--- config.mk ---
export PLATFORM = sky130hd
export DESIGN_NAME = pte_front
export DESIGN_NICKNAME = d
export VERILOG_FILES = /design/src/rtl/pte_pkg.sv /design/src/rtl/pte_front.sv
export SDC_FILE = /design/constraint.sdc
export NUM_CORES = 1
export LEC_CHECK = 0
export ABC_AREA = 1
export BUFFER_PORTS_ARGS = -buffer_cell sky130_fd_sc_hd__clkbuf_2
export CORE_ASPECT_RATIO = 1.75
export CORE_UTILIZATION = 40
export DETAILED_ROUTE_END_ITERATION = 8
export GPL_ROUTABILITY_DRIVEN = 0
export GPL_TIMING_DRIVEN = 0
export PLACE_DENSITY = 0.76
export SLEW_MARGIN = 20
export SYNTH_ARGS = -nofsm -noshare
export SYNTH_HDL_FRONTEND = slang
export SYNTH_SLANG_ARGS = --single-unit
--- constraint.sdc ---
create_clock -name clk -period 6.45 [get_ports clk]
set_input_delay 1.29 -clock clk [delete_from_list [all_inputs] [get_ports clk]]
set_output_delay 1.29 -clock clk [all_outputs]
set_load 0.1 [all_outputs]
--- src/rtl/pte_pkg.sv ---
// pte_pkg: shared types for the posting token encoder.
// Used by pte_front, pte_back and posting_token_encoder.
package pte_pkg;

  typedef struct packed {
    logic        err;
    logic [31:0] term_id;
    logic [31:0] doc_id;
    logic [31:0] position;
  } tok_t;

  typedef struct packed {
    logic        started;
    logic        in_order;
    logic [31:0] tokens;
    logic [31:0] last_doc;
  } entry_t;

  typedef struct packed {
    logic clearing;
  } back_stat_t;

  typedef enum logic [2:0] {
    ST_CLEAR,
    ST_IDLE,
    ST_CALC,
    ST_EMIT,
    ST_ERR
  } back_state_t;

  localparam logic [7:0] BYTE_MASK = 8'h7F;
  localparam logic [7:0] CONT_BIT  = 8'h80;

endpackage

--- src/rtl/pte_front.sv ---
// pte_front: accepts tokens, range-checks the term id, queues them.
// Depends on pte_pkg.
module pte_front #(
  parameter int VOCAB_SIZE = 65536
) (
  input  logic                clk,
  input  logic                rst_n,
  input  logic                start,
  output logic                busy,
  input  logic [31:0]         in_term_id,
  input  logic [31:0]         in_doc_id,
  input  logic [31:0]         in_position,
  input  logic [16:0]         vocab_count,
  input  pte_pkg::back_stat_t stat,
  output logic                q_valid,
  output pte_pkg::tok_t       q_tok,
  input  logic                q_pop
);

  localparam logic [32:0] VS = 33'(VOCAB_SIZE);

  pte_pkg::tok_t q_r [2];
  logic          wp_r, rp_r;
  logic [1:0]    cnt_r, cnt_nxt;
  logic          push, err;

  assign busy    = (cnt_r == 2'd2) || stat.clearing;
  assign push    = start && !busy;
  assign q_valid = (cnt_r != 2'd0);
  assign q_tok   = q_r[rp_r];

  always_comb begin
    if ({16'b0, vocab_count} > VS) begin
      err = {1'b0, in_term_id} >= VS;
    end else begin
      err = in_term_id >= {15'b0, vocab_count};
    end
  end

  always_comb begin
    cnt_nxt = cnt_r;
    if (push && !q_pop) cnt_nxt = cnt_r + 2'd1;
    else if (!push && q_pop) cnt_nxt = cnt_r - 2'd1;
  end

  always_ff @(posedge clk) begin
    if (push) begin
      q_r[wp_r] <= '{err: err, term_id: in_term_id, doc_id: in_doc_id,
                     position: in_position};
    end
    if (!rst_n) begin
      wp_r  <= 1'b0;
      rp_r  <= 1'b0;
      cnt_r <= 2'd0;
    end else begin
      if (push) wp_r <= !wp_r;
      if (q_pop) rp_r <= !rp_r;
      cnt_r <= cnt_nxt;
    end
  end

endmodule

Yosys cells after proc, flatten, opt, wreduce, memory -nomap -nowiden
Memories as Yosys holds them, arrays and structs flattened. A register that Yosys moved wholly into a read port is not among the register bits. Index checks and enable logic that the tools add are counted.

Memories: 1. RAM bits: 194. Word-level logic and storage cells: 28. Flip-flop bits (word level): 4. Output and inout bits: 99.

Add/subtract/negate cells: 2. Equality and inequality tests: 1. Reductions and logical operators: 11. Mux-type cells: 7. Order comparisons: 3.

Memories: q_r (words 2, bits a word 97, read ports 1, clocked after Yosys merged registers in 1, wr ports 1, line pte_front.sv:22) `pte_pkg::tok_t q_r [2];`.

Operators by type and width (count): $ge A32 B17 Y1 (1); $ge A32 B17 Y1 const B (1); $gt A17 B17 Y1 const B (1); $logic_not A1 Y1 (5); $mux W1 (5); $mux W2 (2); $reduce_bool A2 Y1 (2); $logic_and A1 B1 Y1 (3); $add A2 B1 Y2 const B (1); $eq A2 B2 Y1 const B (1); $sub A2 B1 Y2 const B (1); $logic_or A1 B1 Y1 (1).

Logic depth before layout (Yosys ltp)
Depth in word-level cells: 8. Depth in mapped cells: 13. Gate-level depth less buffers: 13.

Worst setup path after synthesis
OpenSTA, ideal clock, no wires.

Kind: input to register. Start point: in stat. End point: mem q_r[0][0] (netlist name), enable pin. Arrival: 5539 ps. Setup slack: 357 ps. Buffers on the path: 0. Cell stages on the path: 3. Data required time: 5896 ps. Library setup time: 554 ps. Cell sequence: inv_1 > nand3_1 > nor2_1.

Longest elaborated chain between the ends: 5.

RTL lines: from (decl) (line pte_front.sv:14) `input pte_pkg::back_stat_t stat,`; $logic_or A1 B1 Y1 (line pte_front.sv:27) `assign busy = (cnt_r == 2'd2) || stat.clearing;`; $logic_not A1 Y1 (line pte_front.sv:28) `assign push = start && !busy;`; $logic_and A1 B1 Y1 (line pte_front.sv:28); $mux W1 (line pte_front.sv:47) `if (push) begin`; $mux W1 (not written as such) (line pte_front.sv:48) `q_r[wp_r] <= '{err: err, term_id: in_term_id, doc_id: in_doc_id,`; to (decl) (line pte_front.sv:22).

No other way between the ends.

==> reports/metrics.csv <==
stage;metric;value;unit
grt;grt_pass1_vias;4692;
cts;clk_latency;0.42;ns
pwr;leakagePower;4.03;nW
finish;diodes;0;
sta;period_needed;3.25;ns
synth;syn_avg_cell_area;18.2;um^2
cts;ctsResizeCount;0;
cts;hold_buffers;0;
synth;synth_xor_area_share;0;%
sta;rsz0062_at_grt;no;
setup_path;crit_fanout;10;
synth;synth-main-ff-cell;edfxtp_1;
setup_path;crit_arrival;1.96;ns
finish;drive_above_1_share;52.5;%
die;core;19300;um^2
setup_path;end_kind;output port;
synth;synthSimpleGateAreaFrac;3.29;%
synth;yosys.area_share.adder;2.85;%
synth;synth_fp_nets;571;
drt;routed_wl;15900;um
cts;clk_path_buf_depth;2;
synth;synth-compound-area-share;1.14;%
cts;post_cts_buffers;0;
hold_path;min_path_type;flop to flop;
cts;cts_tree;done;
die;start_util;41.0;%
synth;synthMuxAreaShare;15.2;%
cts;cts-htree-levels;4;
synth;ys_warn_count;0;
synth;synth_top_cell_by_area;edfxtp_1;
synth;synth_edf_count;194;
synth;syn_area;7910;um^2
placement;dp_hpwl;11900;um
synth;synth_common_cells;194 x edfxtp_1, 67 x mux2_2, 30 x inv_1, 30 x mux2_4, 27 x nand2_1;
pwr;powerDensity;314;nW/um^2
outcome;status;finished clean;
drt;routedWlPerCell;17.1;um
synth;syn_inst;435;
grt;grt_pass1_wl;23800;um
synth;synth_top_family_by_area;multiplexers;
setup_path;crit_family;buffers and inverters;
setup_path;worst_setup_path_start_kind;flop;
pwr;ir_drop;0.189;mV
synth;yosysTopAreaCellShare;73.7;%
hold_path;min_from;cnt_r[1];
synth;async_reset_ff_share;0;%
synth;ys_ff_latch;199;
sta;hold_viol;0;
synth;ys_types;16;
sta;finalCritPeriodShare;50.4;%
synth;yosys.cell_count.top_type;edfxtp_1;
drt;drtIter0Drc;137;
setup_path;r2r_setup_slack;4.30;ns
drt;drt-vias-per-instance;4.86;
die;die_h;188;um
cts;clk_pin_slew;0.07;ns
finish;nets;814;
die;rows;67;
sta;tightest_slew;0.587;ns
cts;cts.sinks;199;
setup_path;cp_slowest_stage_delay;0.38;ns
cts;cts_buffers;17;
sta;setup_viol;0;
synth;synthTopCellsByArea;edfxtp_1 74%, mux2_2 9.5%, mux2_4 5.7%, ha_1 2.8%, inv_1 1.4%;
setup_path;path_class;flop to output port;
setup_path;path_buf_inv;4;
setup_path;critPathRequiredTime;5.16;ns
finish;area_growth;27.0;%
finish;layout.cells.non_filler;932;
die;pin_count;217;
drt;drc_errors;0;
sta;max_freq;308;MHz
sta;slew_viol_final;0;
grt;grt_remaining_overflow;0;
cts;cts_root_buf;clkbuf_16;
setup_path;crit_slowest_cell;clkbuf_2;
sta;finClkSkew;0.00898;ns
setup_path;worstPathCellList;buf_6 > buf_6 > buf_6 > mux2_4 > clkbuf_2;
die;die_x;108;um
drt;dr.pass1.iters;4;
setup_path;cp_common_cell;buf_6;
grt;grtUsageTotal;16.0;%
run;maxCapViolCount;0;
drt;routed-via-count;4534;
placement;dpl.cell_count;900;
drt;ant_nets;0;
grt;antenna_found_initial;0;
sta;slew_headroom;61.0;%
placement;numPortBuffers;216;
finish;post-route-util;52.1;%
grt;grt_start_max_net_pins;27;
die;dieArea;20400;um^2
synth;yosysSeqAreaShare;75.0;%
setup_path;timing.rr.start;cnt_r[0];
-- placed cells by master (no fill, tap or decap), types with 2 or more instances in the layout --
cell type and n:
clkbuf_2 216, edfxtp_1 194, mux2_2 67, inv_1 30, mux2_4 30, nand2_1 27
nor2_1 19, ha_1 18, clkbuf_16 17, a21oi_1 12, buf_2 6, nand4_1 6
o21ai_0 6, buf_6 5, dfxtp_1 5, buf_12 5, nand3_1 4, inv_6 3
clkinv_4 3, buf_16 3, nor2_4 2, nor3_1 2, and2_1 2, clkinv_2 2
clkinvlp_4 2, clkinv_1 2
-- state kept, by name (all words and copies together), names as in the netlist, named ones only --
name and flops:
cnt_r 2, q_r 194, rp_r 1, wp_r 1
-- metrics by stage --
step | TNS [ns] | total power [mW] | worst slack [ns] | hold WS, ns | area [um^2]
floorplan | 0 | 2.04 | 0.357 | 0.458 | 7910
global placement | -382.55 | 2.16 | -1.99 | 0.466 | 9290
detailed placement | 0 | 2.18 | 3.24 | 0.484 | 9490
CTS | 0 | 3.18 | 3.16 | 0.495 | 10000
global route | 0 | 3.25 | 3.13 | 0.526 | 10000
finish | 0 | 3.15 | 3.20 | 0.500 | 10000
-- cell type report --
| cell class | count | area [um^2] |
|---|---|---|
| fill | 1612 | 9240 |
| sequential | 199 | 5930 |
| multi-input combinational | 195 | 1800 |
| timing repair buffer | 224 | 1260 |
| clock buffer | 18 | 429 |
| tap | 241 | 302 |
| clock inverter | 14 | 126 |
| inverter | 30 | 113 |
| buffer | 11 | 86.3 |
-- routing by layer --
layer	GRT usage, %	wire length [um]
met1	14.6	5080
met2	31.4	9430
met3	3.30	779
met4	8.99	604
met5	0	0
-- final timing paths --
| kind | to | cells past startpoint |
|---|---|---|
| setup / recovery | q_tok[72] | 5 |
| hold / removal | cnt_r[1] | 2 |
| setup reg to reg | q_r[0][89] | 7 |
| hold reg to reg | cnt_r[1] | 2 |
-- logic make-up (layout without fill, tap and decap cells) --
| family | Yosys count | in the layout |
|---|---|---|
| AOI/OAI and AO/OA | 18 | 18 |
| adders and majority gates | 18 | 18 |
| buffers and inverters | 41 | 297 |
| DFF | 199 | 199 |
| muxes | 97 | 97 |
| and+or+nand+nor | 62 | 62 |
-- power by group --
part | total (mW) | internal, mW | switching (mW) | leakage (nW)
clock network | 1.01 | 0.537 | 0.469 | 0.268
logic | 0.658 | 0.148 | 0.510 | 1.95
registers | 1.49 | 1.48 | 0.0115 | 1.82
total | 3.15 | 2.16 | 0.990 | 4.03
-- worst min-delay path, stage by stage (launching register included) --
cell,delay [ns]
dfxtp_1,0.31
inv_1,0.08
a21oi_1,0.07
(Power assumes the default switching activity.)
